**src/design/gcr_pkg.sv**
```systemverilog
// ----------------------------------------------------------------------------
// gcr_pkg
// Shared types, codes and tables of the six-and-two GCR sector encoder.
// ----------------------------------------------------------------------------
package gcr_pkg;

    localparam int SECTOR_BYTES = 256;
    localparam int AUX_NIBBLES  = 86;
    localparam int STORE_AW     = $clog2(SECTOR_BYTES);
    localparam int POS_W        = 9;

    localparam logic [POS_W-1:0] AUX_OFS1 = POS_W'(AUX_NIBBLES);
    localparam logic [POS_W-1:0] AUX_OFS2 = POS_W'(2 * AUX_NIBBLES);

    // Input commands.
    localparam logic [1:0] CMD_LOAD  = 2'd0;
    localparam logic [1:0] CMD_START = 2'd1;
    localparam logic [1:0] CMD_EMIT  = 2'd2;

    // Configuration register indexes.
    localparam logic [1:0] CFG_VOLUME = 2'd0;
    localparam logic [1:0] CFG_GAP    = 2'd1;
    localparam logic [1:0] CFG_HSYNC  = 2'd2;
    localparam logic [1:0] CFG_DSYNC  = 2'd3;

    localparam logic [7:0] VOLUME_RST = 8'd254;
    localparam logic [7:0] GAP_RST    = 8'd255;
    localparam logic [7:0] GAP_NONE   = 8'd255;
    localparam logic [5:0] HSYNC_RST  = 6'd14;
    localparam logic [5:0] DSYNC_RST  = 6'd6;

    localparam logic [7:0] SYNC_BYTE   = 8'hFF;
    localparam logic [7:0] MARK_D5     = 8'hD5;
    localparam logic [7:0] MARK_AA     = 8'hAA;
    localparam logic [7:0] MARK_96     = 8'h96;
    localparam logic [7:0] MARK_AD     = 8'hAD;
    localparam logic [7:0] MARK_DE     = 8'hDE;
    localparam logic [7:0] MARK_EB     = 8'hEB;
    localparam logic [7:0] ODD_EVEN_OR = 8'hAA;

    typedef enum logic [3:0] {
        PH_HSYNC = 4'd0,
        PH_APRO  = 4'd1,
        PH_ADDR  = 4'd2,
        PH_AEPI  = 4'd3,
        PH_DSYNC = 4'd4,
        PH_DPRO  = 4'd5,
        PH_AUX   = 4'd6,
        PH_PRIM  = 4'd7,
        PH_CSUM  = 4'd8,
        PH_DEPI  = 4'd9,
        PH_GAP   = 4'd10,
        PH_END   = 4'd11
    } t_phase;

    typedef enum logic [3:0] {
        S_IDLE,
        S_SKIP_PRE,
        S_FETCH0,
        S_FETCH1,
        S_FETCH2,
        S_FETCH3,
        S_FORM,
        S_SKIP_POST,
        S_PUT
    } t_state;

    // Which of the three store reads of an auxiliary nibble.
    typedef enum logic [1:0] {
        FT_LOW,
        FT_MID,
        FT_HIGH
    } t_fetch;

    typedef struct packed {
        logic [1:0] command;
        logic [7:0] data_index;
        logic [7:0] data_value;
        logic [7:0] cylinder;
        logic [7:0] sector_number;
        logic       use_fill;
        logic [7:0] fill_value;
    } t_in_item;

    typedef struct packed {
        logic [7:0] track_byte;
        logic       sync_zeros_after;
        logic       last_of_sector;
    } t_out_item;

    typedef struct packed {
        logic   load;
        logic   start;
        logic   fetch;
        t_fetch fetch_sel;
        logic   latch;
        t_fetch latch_sel;
        logic   form;
        logic   skip;
        logic   stop;
        logic   put;
    } t_ctrl_cmd;

    typedef struct packed {
        logic active;
        logic part_done;
        logic at_end;
        logic out_free;
    } t_ctrl_status;

    // Six-and-two disk byte table.
    function automatic logic [7:0] disk_code(input logic [5:0] nib);
        logic [7:0] b;
        case (nib)
            6'd0:  b = 8'h96;  6'd1:  b = 8'h97;  6'd2:  b = 8'h9A;  6'd3:  b = 8'h9B;
            6'd4:  b = 8'h9D;  6'd5:  b = 8'h9E;  6'd6:  b = 8'h9F;  6'd7:  b = 8'hA6;
            6'd8:  b = 8'hA7;  6'd9:  b = 8'hAB;  6'd10: b = 8'hAC;  6'd11: b = 8'hAD;
            6'd12: b = 8'hAE;  6'd13: b = 8'hAF;  6'd14: b = 8'hB2;  6'd15: b = 8'hB3;
            6'd16: b = 8'hB4;  6'd17: b = 8'hB5;  6'd18: b = 8'hB6;  6'd19: b = 8'hB7;
            6'd20: b = 8'hB9;  6'd21: b = 8'hBA;  6'd22: b = 8'hBB;  6'd23: b = 8'hBC;
            6'd24: b = 8'hBD;  6'd25: b = 8'hBE;  6'd26: b = 8'hBF;  6'd27: b = 8'hCB;
            6'd28: b = 8'hCD;  6'd29: b = 8'hCE;  6'd30: b = 8'hCF;  6'd31: b = 8'hD3;
            6'd32: b = 8'hD6;  6'd33: b = 8'hD7;  6'd34: b = 8'hD9;  6'd35: b = 8'hDA;
            6'd36: b = 8'hDB;  6'd37: b = 8'hDC;  6'd38: b = 8'hDD;  6'd39: b = 8'hDE;
            6'd40: b = 8'hDF;  6'd41: b = 8'hE5;  6'd42: b = 8'hE6;  6'd43: b = 8'hE7;
            6'd44: b = 8'hE9;  6'd45: b = 8'hEA;  6'd46: b = 8'hEB;  6'd47: b = 8'hEC;
            6'd48: b = 8'hED;  6'd49: b = 8'hEE;  6'd50: b = 8'hEF;  6'd51: b = 8'hF2;
            6'd52: b = 8'hF3;  6'd53: b = 8'hF4;  6'd54: b = 8'hF5;  6'd55: b = 8'hF6;
            6'd56: b = 8'hF7;  6'd57: b = 8'hF9;  6'd58: b = 8'hFA;  6'd59: b = 8'hFB;
            6'd60: b = 8'hFC;  6'd61: b = 8'hFD;  6'd62: b = 8'hFE;  6'd63: b = 8'hFF;
            default: b = 8'hFF;
        endcase
        return b;
    endfunction

endpackage

```
**src/design/gcr_ram.sv**
```systemverilog
// ----------------------------------------------------------------------------
// gcr_ram
// Generic single-port-write, single-port-read RAM with registered read data.
// ----------------------------------------------------------------------------
module gcr_ram #(
    parameter int WIDTH = 8,
    parameter int DEPTH = 256
) (
    input  logic                     i_clk,
    input  logic                     i_we,
    input  logic [$clog2(DEPTH)-1:0] i_waddr,
    input  logic [WIDTH-1:0]         i_wdata,
    input  logic [$clog2(DEPTH)-1:0] i_raddr,
    output logic [WIDTH-1:0]         o_rdata
);

    logic [WIDTH-1:0] r_mem [DEPTH];
    logic [WIDTH-1:0] r_rdata;

    always_ff @(posedge i_clk) begin
        if (i_we) begin
            r_mem[i_waddr] <= i_wdata;
        end
        r_rdata <= r_mem[i_raddr];
    end

    assign o_rdata = r_rdata;

endmodule

```
**src/design/gcr_ctrl.sv**
```systemverilog
// ----------------------------------------------------------------------------
// gcr_ctrl
// Controller: sequences accept, part skipping, store reads, byte forming and
// the hand-off of each result to the output register.
// ----------------------------------------------------------------------------
module gcr_ctrl
    import gcr_pkg::*;
(
    input  logic         i_clk,
    input  logic         i_rst_n,
    input  logic         i_in_valid,
    input  logic [1:0]   i_command,
    output logic         o_in_ready,
    input  t_ctrl_status i_status,
    output t_ctrl_cmd    o_cmd
);

    t_state r_state;
    t_state n_state;
    logic   w_accept;

    assign w_accept = i_in_valid && (r_state == S_IDLE);

    always_ff @(posedge i_clk) begin
        if (!i_rst_n) begin
            r_state <= S_IDLE;
        end else begin
            r_state <= n_state;
        end
    end

    always_comb begin
        n_state = r_state;
        case (r_state)
            S_IDLE: begin
                if (w_accept && (i_command == CMD_EMIT) && i_status.active) begin
                    n_state = S_SKIP_PRE;
                end
            end
            S_SKIP_PRE: begin
                if (i_status.at_end) begin
                    n_state = S_IDLE;
                end else if (!i_status.part_done) begin
                    n_state = S_FETCH0;
                end
            end
            S_FETCH0:  n_state = S_FETCH1;
            S_FETCH1:  n_state = S_FETCH2;
            S_FETCH2:  n_state = S_FETCH3;
            S_FETCH3:  n_state = S_FORM;
            S_FORM:    n_state = S_SKIP_POST;
            S_SKIP_POST: begin
                if (i_status.at_end || !i_status.part_done) begin
                    n_state = S_PUT;
                end
            end
            S_PUT: begin
                if (i_status.out_free) begin
                    n_state = S_IDLE;
                end
            end
            default: n_state = S_IDLE;
        endcase
    end

    always_comb begin
        o_cmd           = '0;
        o_cmd.fetch_sel = FT_LOW;
        o_cmd.latch_sel = FT_LOW;
        o_in_ready      = 1'b0;
        case (r_state)
            S_IDLE: begin
                o_in_ready  = 1'b1;
                o_cmd.load  = w_accept && (i_command == CMD_LOAD);
                o_cmd.start = w_accept && (i_command == CMD_START);
            end
            S_SKIP_PRE: begin
                o_cmd.stop = i_status.at_end;
                o_cmd.skip = !i_status.at_end && i_status.part_done;
            end
            S_FETCH0: begin
                o_cmd.fetch     = 1'b1;
                o_cmd.fetch_sel = FT_LOW;
            end
            S_FETCH1: begin
                o_cmd.latch     = 1'b1;
                o_cmd.latch_sel = FT_LOW;
                o_cmd.fetch     = 1'b1;
                o_cmd.fetch_sel = FT_MID;
            end
            S_FETCH2: begin
                o_cmd.latch     = 1'b1;
                o_cmd.latch_sel = FT_MID;
                o_cmd.fetch     = 1'b1;
                o_cmd.fetch_sel = FT_HIGH;
            end
            S_FETCH3: begin
                o_cmd.latch     = 1'b1;
                o_cmd.latch_sel = FT_HIGH;
            end
            S_FORM: begin
                o_cmd.form = 1'b1;
            end
            S_SKIP_POST: begin
                o_cmd.skip = !i_status.at_end && i_status.part_done;
            end
            S_PUT: begin
                o_cmd.put = i_status.out_free;
            end
            default: begin
                o_in_ready = 1'b0;
            end
        endcase
    end

endmodule

```
**src/design/gcr_datapath.sv**
```systemverilog
// ----------------------------------------------------------------------------
// gcr_datapath
// Datapath: configuration registers, sector store, field position, nibble
// chain, byte forming and the output register.
// ----------------------------------------------------------------------------
module gcr_datapath
    import gcr_pkg::*;
(
    input  logic         i_clk,
    input  logic         i_rst_n,
    input  t_ctrl_cmd    i_cmd,
    output t_ctrl_status o_status,
    input  t_in_item     i_in_data,
    input  logic         i_cfg_valid,
    input  logic [1:0]   i_cfg_index,
    input  logic [7:0]   i_cfg_data,
    output logic         o_out_valid,
    input  logic         i_out_ready,
    output t_out_item    o_out_data
);

    logic [7:0]       r_volume, n_volume;
    logic [7:0]       r_gap, n_gap;
    logic [5:0]       r_hsync, n_hsync;
    logic [5:0]       r_dsync, n_dsync;
    logic             r_active, n_active;
    t_phase           r_phase, n_phase;
    logic [POS_W-1:0] r_pos, n_pos;
    logic [5:0]       r_chain, n_chain;
    logic [7:0]       r_cyl, n_cyl;
    logic [7:0]       r_sec, n_sec;
    logic [8:0]       r_fill, n_fill;
    logic             r_oor, n_oor;
    logic [7:0]       r_d0, n_d0;
    logic [1:0]       r_d1, n_d1;
    logic [1:0]       r_d2, n_d2;
    logic [7:0]       r_byte, n_byte;
    logic             r_sync, n_sync;
    logic             r_out_valid, n_out_valid;
    t_out_item        r_out, n_out;

    logic [POS_W-1:0] w_len;
    logic [POS_W-1:0] w_raddr;
    logic [7:0]       w_rdata;
    logic [7:0]       w_data;
    logic [5:0]       w_nib;
    logic [7:0]       w_addr_v;
    logic [7:0]       w_addr_byte;
    logic [7:0]       w_form_byte;
    logic             w_at_end;
    logic             w_out_free;

    gcr_ram #(
        .WIDTH (8),
        .DEPTH (SECTOR_BYTES)
    ) u_store (
        .i_clk   (i_clk),
        .i_we    (i_cmd.load),
        .i_waddr (i_in_data.data_index[STORE_AW-1:0]),
        .i_wdata (i_in_data.data_value),
        .i_raddr (w_raddr[STORE_AW-1:0]),
        .o_rdata (w_rdata)
    );

    // Length of the current part; counts are read live.
    always_comb begin
        case (r_phase)
            PH_HSYNC: w_len = POS_W'(r_hsync);
            PH_APRO, PH_AEPI, PH_DPRO, PH_DEPI: w_len = POS_W'(3);
            PH_ADDR:  w_len = POS_W'(8);
            PH_DSYNC: w_len = POS_W'(r_dsync);
            PH_AUX:   w_len = POS_W'(AUX_NIBBLES);
            PH_PRIM:  w_len = POS_W'(SECTOR_BYTES);
            PH_CSUM:  w_len = POS_W'(1);
            PH_GAP:   w_len = (r_gap == GAP_NONE) ? '0 : POS_W'(r_gap);
            default:  w_len = '0;
        endcase
    end

    assign w_at_end   = (r_phase == PH_END);
    assign w_out_free = !r_out_valid || i_out_ready;

    assign o_status.active    = r_active;
    assign o_status.part_done = (r_pos >= w_len);
    assign o_status.at_end    = w_at_end;
    assign o_status.out_free  = w_out_free;

    always_comb begin
        case (i_cmd.fetch_sel)
            FT_MID:  w_raddr = r_pos + AUX_OFS1;
            FT_HIGH: w_raddr = r_pos + AUX_OFS2;
            default: w_raddr = r_pos;
        endcase
    end

    // Positions past the sector end read as zero, also in fill mode.
    always_comb begin
        if (r_oor) begin
            w_data = '0;
        end else if (r_fill[8]) begin
            w_data = r_fill[7:0];
        end else begin
            w_data = w_rdata;
        end
    end

    always_comb begin
        case (r_pos[2:1])
            2'd0:    w_addr_v = r_volume;
            2'd1:    w_addr_v = r_cyl;
            2'd2:    w_addr_v = r_sec;
            default: w_addr_v = r_volume ^ r_cyl ^ r_sec;
        endcase
        w_addr_byte = r_pos[0] ? (w_addr_v | ODD_EVEN_OR) : ((w_addr_v >> 1) | ODD_EVEN_OR);
    end

    // Low two bits of three bytes, each pair swapped, in the auxiliary part; else bits 7:2 of the first byte.
    always_comb begin
        if (r_phase == PH_AUX) begin
            w_nib = {r_d2[0], r_d2[1], r_d1[0], r_d1[1], r_d0[0], r_d0[1]};
        end else begin
            w_nib = r_d0[7:2];
        end
    end

    always_comb begin
        case (r_phase)
            PH_APRO: begin
                case (r_pos[1:0])
                    2'd0:    w_form_byte = MARK_D5;
                    2'd1:    w_form_byte = MARK_AA;
                    default: w_form_byte = MARK_96;
                endcase
            end
            PH_ADDR: w_form_byte = w_addr_byte;
            PH_AEPI, PH_DEPI: begin
                case (r_pos[1:0])
                    2'd0:    w_form_byte = MARK_DE;
                    2'd1:    w_form_byte = MARK_AA;
                    default: w_form_byte = MARK_EB;
                endcase
            end
            PH_DPRO: begin
                case (r_pos[1:0])
                    2'd0:    w_form_byte = MARK_D5;
                    2'd1:    w_form_byte = MARK_AA;
                    default: w_form_byte = MARK_AD;
                endcase
            end
            PH_AUX, PH_PRIM: w_form_byte = disk_code(w_nib ^ r_chain);
            PH_CSUM: w_form_byte = disk_code(r_chain);
            default: w_form_byte = SYNC_BYTE;
        endcase
    end

    always_comb begin
        n_volume    = r_volume;
        n_gap       = r_gap;
        n_hsync     = r_hsync;
        n_dsync     = r_dsync;
        n_active    = r_active;
        n_phase     = r_phase;
        n_pos       = r_pos;
        n_chain     = r_chain;
        n_cyl       = r_cyl;
        n_sec       = r_sec;
        n_fill      = r_fill;
        n_oor       = r_oor;
        n_d0        = r_d0;
        n_d1        = r_d1;
        n_d2        = r_d2;
        n_byte      = r_byte;
        n_sync      = r_sync;
        n_out_valid = r_out_valid;
        n_out       = r_out;

        if (i_cfg_valid) begin
            case (i_cfg_index)
                CFG_VOLUME: n_volume = i_cfg_data;
                CFG_GAP:    n_gap    = i_cfg_data;
                CFG_HSYNC:  n_hsync  = i_cfg_data[5:0];
                CFG_DSYNC:  n_dsync  = i_cfg_data[5:0];
                default:    n_volume = r_volume;
            endcase
        end

        if (i_cmd.start) begin
            n_cyl    = i_in_data.cylinder;
            n_sec    = i_in_data.sector_number;
            n_fill   = i_in_data.use_fill ? {1'b1, i_in_data.fill_value} : '0;
            n_active = 1'b1;
            n_phase  = PH_HSYNC;
            n_pos    = '0;
            n_chain  = '0;
        end

        if (i_cmd.skip) begin
            n_phase = t_phase'(r_phase + 4'd1);
            n_pos   = '0;
        end

        if (i_cmd.stop) begin
            n_active = 1'b0;
        end

        if (i_cmd.fetch) begin
            n_oor = w_raddr[POS_W-1];
        end

        if (i_cmd.latch) begin
            case (i_cmd.latch_sel)
                FT_MID:  n_d1 = w_data[1:0];
                FT_HIGH: n_d2 = w_data[1:0];
                default: n_d0 = w_data;
            endcase
        end

        if (i_cmd.form) begin
            n_byte = w_form_byte;
            n_sync = (r_phase == PH_HSYNC) || (r_phase == PH_DSYNC);
            n_pos  = r_pos + POS_W'(1);
            if ((r_phase == PH_AUX) || (r_phase == PH_PRIM)) begin
                n_chain = w_nib;
            end
        end

        if (r_out_valid && i_out_ready) begin
            n_out_valid = 1'b0;
        end

        if (i_cmd.put) begin
            n_out.track_byte       = r_byte;
            n_out.sync_zeros_after = r_sync;
            n_out.last_of_sector   = w_at_end;
            n_out_valid            = 1'b1;
            if (w_at_end) begin
                n_active = 1'b0;
            end
        end
    end

    always_ff @(posedge i_clk) begin
        if (!i_rst_n) begin
            r_volume    <= VOLUME_RST;
            r_gap       <= GAP_RST;
            r_hsync     <= HSYNC_RST;
            r_dsync     <= DSYNC_RST;
            r_active    <= 1'b0;
            r_phase     <= PH_HSYNC;
            r_pos       <= '0;
            r_chain     <= '0;
            r_cyl       <= '0;
            r_sec       <= '0;
            r_fill      <= '0;
            r_out_valid <= 1'b0;
        end else begin
            r_volume    <= n_volume;
            r_gap       <= n_gap;
            r_hsync     <= n_hsync;
            r_dsync     <= n_dsync;
            r_active    <= n_active;
            r_phase     <= n_phase;
            r_pos       <= n_pos;
            r_chain     <= n_chain;
            r_cyl       <= n_cyl;
            r_sec       <= n_sec;
            r_fill      <= n_fill;
            r_out_valid <= n_out_valid;
        end
    end

    always_ff @(posedge i_clk) begin
        r_oor  <= n_oor;
        r_d0   <= n_d0;
        r_d1   <= n_d1;
        r_d2   <= n_d2;
        r_byte <= n_byte;
        r_sync <= n_sync;
        r_out  <= n_out;
    end

    assign o_out_valid = r_out_valid;
    assign o_out_data  = r_out;

endmodule

```
**src/design/gcr_6and2_sector_encoder_core.sv**
```systemverilog
// ----------------------------------------------------------------------------
// gcr_6and2_sector_encoder_core
// Six-and-two GCR sector encoder: turns a loaded or filled sector into its
// stream of disk bytes, one byte per emit command.
// ----------------------------------------------------------------------------
// Load and start commands are taken in the idle state; the next beat is taken
// in the following cycle. An emit steps through skipping of empty parts, three
// reads through the sector store's one read port, forming of the byte, skipping
// of finished parts and the hand-off, which waits for a free output register.
// The next beat is taken the cycle after the result is registered, so no emit
// is taken while one is in progress. Results sit in an output register, so the
// next beat is accepted while one waits. Synchronous active-low reset restores
// the register defaults and ends any sector; the sector store is not cleared.
module gcr_6and2_sector_encoder_core
    import gcr_pkg::*;
(
    input  logic       i_clk,
    input  logic       i_rst_n,
    input  logic       i_in_valid,
    output logic       o_in_ready,
    input  t_in_item   i_in_data,
    output logic       o_out_valid,
    input  logic       i_out_ready,
    output t_out_item  o_out_data,
    input  logic       i_cfg_valid,
    output logic       o_cfg_ready,
    input  logic [1:0] i_cfg_index,
    input  logic [7:0] i_cfg_data
);

    t_ctrl_cmd    w_cmd;
    t_ctrl_status w_status;
    logic         w_in_accept;

    assign o_cfg_ready = 1'b1;
    assign w_in_accept = i_in_valid && o_in_ready;

    gcr_ctrl u_ctrl (
        .i_clk      (i_clk),
        .i_rst_n    (i_rst_n),
        .i_in_valid (i_in_valid),
        .i_command  (i_in_data.command),
        .o_in_ready (o_in_ready),
        .i_status   (w_status),
        .o_cmd      (w_cmd)
    );

    gcr_datapath u_datapath (
        .i_clk       (i_clk),
        .i_rst_n     (i_rst_n),
        .i_cmd       (w_cmd),
        .o_status    (w_status),
        .i_in_data   (i_in_data),
        .i_cfg_valid (i_cfg_valid),
        .i_cfg_index (i_cfg_index),
        .i_cfg_data  (i_cfg_data),
        .o_out_valid (o_out_valid),
        .i_out_ready (i_out_ready),
        .o_out_data  (o_out_data)
    );

    // An emit while no sector is active produces no result.
    a_idle_emit_silent: assert property (@(posedge i_clk) disable iff (!i_rst_n)
        (w_in_accept && (i_in_data.command == CMD_EMIT) && !w_status.active)
            |=> !$rose(o_out_valid))
        else $error("result produced for an emit with no active sector");

    // A start always leaves a sector active.
    a_start_activates: assert property (@(posedge i_clk) disable iff (!i_rst_n)
        (w_in_accept && (i_in_data.command == CMD_START)) |=> w_status.active)
        else $error("start did not activate a sector");

    // Self-sync beats are always 0xFF.
    a_sync_is_ff: assert property (@(posedge i_clk) disable iff (!i_rst_n)
        (o_out_valid && o_out_data.sync_zeros_after) |-> (o_out_data.track_byte == SYNC_BYTE))
        else $error("self-sync flag on a byte other than 0xFF");

    // A sync byte is always followed by a prolog, so it can never end a sector.
    a_sync_not_last: assert property (@(posedge i_clk) disable iff (!i_rst_n)
        o_out_valid |-> !(o_out_data.sync_zeros_after && o_out_data.last_of_sector))
        else $error("self-sync byte flagged as last of sector");

endmodule
```
**config.mk**
```make
export PLATFORM = sky130hd
export DESIGN_NAME = gcr_6and2_sector_encoder_core
export DESIGN_NICKNAME = d
export VERILOG_FILES = /design/src/design/gcr_pkg.sv /design/src/design/gcr_ram.sv /design/src/design/gcr_ctrl.sv /design/src/design/gcr_datapath.sv /design/src/design/gcr_6and2_sector_encoder_core.sv
export SDC_FILE = /design/constraint.sdc
export NUM_CORES = 2
export LEC_CHECK = 0
export BUFFER_PORTS_ARGS = -buffer_cell sky130_fd_sc_hd__buf_2
export CORE_UTILIZATION = 55
export DETAILED_ROUTE_END_ITERATION = 10
export PLACE_DENSITY = 0.71
export SYNTH_ARGS = -nofsm -noshare
export SYNTH_HDL_FRONTEND = slang
export SYNTH_HIERARCHICAL = 1
export SYNTH_SLANG_ARGS = --single-unit
```
**constraint.sdc**
```tcl
create_clock -name i_clk -period 4.7 [get_ports i_clk]
set_clock_uncertainty 0.1 [all_clocks]
set_input_delay 0.94 -clock i_clk [delete_from_list [all_inputs] [get_ports i_clk]]
set_output_delay 0.94 -clock i_clk [all_outputs]
set_load 0.005 [all_outputs]
```
==> results by stage <==
Status:
- The flow ran to the end, and the final reports show no timing, DRC or antenna violations.

Placed design:
- The total placed instance area is 90,600 um^2.
- The number of I/O port buffers is 68.
- Before CTS, the worst setup slack after placement is -0.555 ns.
- The global placement routability congestion is 0.934.
- The total placed cells including tap cells is 6,693.
- The wire-length estimate of the detail-placed layout is 131,000 um.

Synthesis:
- The total nets after synthesis is 4,745.
- After synthesis, the cell types taking the most area are sky130_fd_sc_hd__edfxtp_1, sky130_fd_sc_hd__mux4_2, sky130_fd_sc_hd__dfxtp_1.
- The number of flip-flops and latches in the synthesized netlist is 2,171.
- The number of enable-type register cells in the synthesized netlist is 2,078.
- The total of warnings raised by yosys is 6.
- Among all flip-flop cells after synthesis, the most frequent one is sky130_fd_sc_hd__edfxtp_1.
- In this run, distinct cell masters in the synthesized netlist total 93.
- The sequential element share of the synthesized area is 73.7%.
- The leading area contributor after synthesis is sky130_fd_sc_hd__edfxtp_1.
- The cell area after synthesis is 87,200 um^2.
- After synthesis, the mean cell area works out to 18.8 um^2.
- Of the post-synthesis cell area, the dominant cell type holds 71.6%.
- Synthesis produced 4,642 cells.
- The post-synthesis async set-or-reset flop share is 0%.

Min path:
- The path with the worst hold slack has its endpoint at u_datapath/r_cyl[6].
- The worst hold path was traced through 3 stages.
- The worst min-delay path class is in -> reg.
- The worst hold path begins at i_in_data[23].

Finish:
- Of the cells placed in the final design, the portion with a size suffix greater than 1 is 21.8%.
- The number of nets in the layout is 4,947.
- From synthesis to final layout, the design area changed by 11.4%.
- The filler-free cell count of the finished design is 7,080.
- The number of antenna diodes in the final layout is 0.
- The finished cells cover 97,100 um^2.

Clock network:
- The later-pin clock latency in the skew report is 0.83 ns.
- Counting along the longest clock path gives a buffer depth of 3.
- Clock tree synthesis inserted a total of 207 buffers.
- The tree built by TritonCTS fans out to 2,171 sinks.
- TritonCTS built the clock tree.
- Clock tree synthesis selected as its root buffer the cell sky130_fd_sc_hd__clkbuf_16.
- The clock slew seen by the registers of the worst setup and hold paths is 0.07 ns.
- The maximum level of the CTS H-tree is 4.

Timing:
- Of the available clock period, the critical path in the final layout requires 97.1%.
- The actual slew at the worst max-slew pin is 1.14 ns.
- The final count of negative-setup-slack endpoints is 0.
- Once routing completed, OpenROAD measured the worst setup slack at 0.138 ns.
- The highest achievable clock rate is 219 MHz.
- The final period demand of the worst path is 4.56 ns.
- The max-slew violation total from the final report is 0.
- The final hold violation count is 0.
- Across all hold checks on the routed design, the worst slack comes to 0.250 ns.
- The tightest slew margin relative to the limit is 23.5%.

Setup path:
- STA puts the critical path data required time at 5.31 ns.
- The worst path arrival time is 5.17 ns.
- The end of the worst register-to-register path is u_datapath/u_store/o_rdata[1].
- The worst setup path is captured at a flop.
- The biggest cell delay along the critical path is 0.49 ns.
- STA classifies the critical path startpoint as a flop.
- The depth of the most critical reg-to-reg path is 14.
- Setup slack on the worst reg-to-reg path comes out at 0.14 ns.
- By startpoint and endpoint, the worst setup path is classified as reg -> reg.
- The worst reg2reg path startpoint is u_ctrl/r_state[2].
- Walking the worst path, the cells encountered are or2b_1 > nor3_2 > ha_1 > inv_1 > a21oi_1 > a31oi_4 > buf_12 > buf_12 > mux4_2 > a22oi_1 > a21oi_1 > nor4_1 > buf_4 > nor4_1.
- The standard cell with the maximum stage delay on the critical path is sky130_fd_sc_hd__a22oi_1.
- Of all nets on the critical path, the largest fanout is 48.

Floorplanning:
- The I/O pin count is 71.
- The overall die area is 160,000 um^2.
- From bottom edge to top edge, the die measures 400 um.
- The core region is 157,000 um^2.
- The initialized floorplan defines 145 standard-cell rows.
- The horizontal extent of the die is 400 um.
- For this configuration, the core starts out at a cell density of 55.6%.

Power:
- The worst vdd rail ir drop is 0.467 mV.
- The reported leakage power is 29.5 nW.
- The power density relative to cell area is 386 nW/um^2.

Detailed routing:
- The count of nets left with antenna violations once routing finished came out at 0.
- The via total after detailed routing is 46,700.
- The detailed router finished its first iteration with 5,918 violations.
- After detailed routing, the number of vias per cell comes to 6.60.
- Summed over all layers, the routed wires come to 213,000 um.
- The average wire per cell in the routed design is 30.1 um.
- The first detailed-routing pass took 6 iterations.
- The DRC violation count after routing is 0.

GRT:
- Global routing consumed, over all layers together, 26.8% of the routing resources.
- The first global-routing pass estimated 310,000 um of wire.
- Summed over all layers, the global routing overflow is 0.
- The pin count of the biggest net entering global routing is 143.
- The initial antenna violation count was 7.
- The number of global-route vias before repair was 45,400.

Run:
- Max-cap violations in this run came to 0.
layout by cell type, fill, tap and decap left out, drive strengths merged, types with 39 or more instances in the layout:
master / count
a21oi: 158
a22oi: 150
buf: 282
clkbuf: 271
clkinv: 106
dfxtp: 93
edfxtp: 2078
ha: 45
inv: 43
mux2i: 178
mux4: 456
nand2: 132
nand3: 82
nor2: 372
nor3: 39
o21ai: 56
o221ai: 49
o22ai: 40
worst max-delay path, delay by kind of cell, from the launching register on:
kind	cells	cell delay (ns)
AOI/OAI and AO/OA	4	1.18
and+or+nand+nor	4	1.08
buffers and inverters	4	1.01
muxes	1	0.35
DFF	1	0.32
adders and majority gates	1	0.31
logic make-up after synthesis:
| family | count (synthesis) | share of synthesized area, % |
|---|---|---|
| xor gates and xnor gates | 25 | 0.290 |
| and+or+nand+nor | 798 | 4.26 |
| adders and majority gates | 45 | 0.646 |
| buffers and inverters | 335 | 2.18 |
| AOI/OAI and AO/OA | 628 | 4.97 |
| muxes | 638 | 13.9 |
| other | 2 | 0.00862 |
| DFF | 2171 | 73.7 |
flip-flops by register name, indices dropped and copies added, names as in the netlist, 7 cells and up, named ones only:
name                        flops
u_datapath/o_out_data           9
u_datapath/r_volume             8
u_datapath/r_sec                8
u_datapath/r_gap                8
u_datapath/r_fill               9
u_datapath/r_byte               7
u_datapath/u_store/o_rdata      8
u_datapath/r_cyl                8
u_datapath/r_pos                9
u_datapath/r_d0                 8
u_datapath/u_store/r_mem     2048
synth_stat cells, drive strengths merged (6+ instances only):
cell	count
and3	8
a22o	8
nor4	31
nor2	372
a31oi	14
o221ai	49
a221oi	22
a211oi	23
nand2	132
xnor2	19
clkbuf	145
a22oi	150
edfxtp	2078
nand2b	17
mux4	456
and2	12
ha	45
nor3	39
o22a	6
buf	150
nand4	14
nor2b	38
xor2	6
o31ai	6
o21ai	56
inv	37
a21o	12
dfxtp	93
nand3b	8
o211ai	26
nand3	82
nor3b	11
o22ai	40
mux2i	178
a21oi	158
a2111oi	14
or2	9
where the power goes:
group          internal [mW]  total [mW]  leakage, nW  switching (mW)
logic                 0.0858       0.518         6.97           0.433
registers               21.2        21.2         19.4          0.0184
clock network           8.71        15.8         3.14            7.07
area by class of cell:
type / count / area [um^2]
Inverter: 40 / 150
Fill cell: 10800 / 59600
Clock inverter: 122 / 950
Timing Repair Buffer: 288 / 2460
Tap cell: 2058 / 2570
Sequential cell: 2171 / 64300
Clock buffer: 265 / 5490
Multi-Input combinational cell: 2136 / 21200
through the flow:
| step | TNS, ns | utilization [%] | power (mW) |
|---|---|---|---|
| floorplan | 0 | - | 21.7 |
| global placement | -1.66 | 57.8 | 22.1 |
| detailed placement | -2.07 | 57.8 | 22.1 |
| CTS | 0 | 61.9 | 37.7 |
| global route | -0.0164 | 62.0 | 38.4 |
| finish | 0 | 62.0 | 37.5 |
layer usage:
layer	vias to the layer above	routed length (um)	global-route usage (%)
li1	19400	-	-
met1	24200	83700	38.4
met2	2647	99800	41.1
met3	422	21400	5.24
met4	10	8380	10.2
met5	-	58	0
what timing repair did:
action	CTS	global route
endpoints found under the setup margin	6	8
endpoints found under the hold margin	0	0
buffers inserted	0	0
hold buffers	0	0
resized for setup	12	9
worst max path at each step:
stage                 startpoint                            end  slack (ns)  cells after the start
2_1_floorplan  u_ctrl/r_state[2]  u_datapath/u_store/o_rdata[0]        0.75                     18
4_1_cts        u_ctrl/r_state[2]  u_datapath/u_store/o_rdata[7]       0.005                     14
3_3_place_gp   u_ctrl/r_state[2]  u_datapath/u_store/o_rdata[4]       -0.45                     14
5_1_grt        u_ctrl/r_state[2]  u_datapath/u_store/o_rdata[7]       -0.02                     16
6_report       u_ctrl/r_state[2]  u_datapath/u_store/o_rdata[1]        0.14                     14
3_5_place_dp   u_ctrl/r_state[2]  u_datapath/u_store/o_rdata[4]       -0.55                     14
Note: power is estimated with default switching activity, not from simulation.
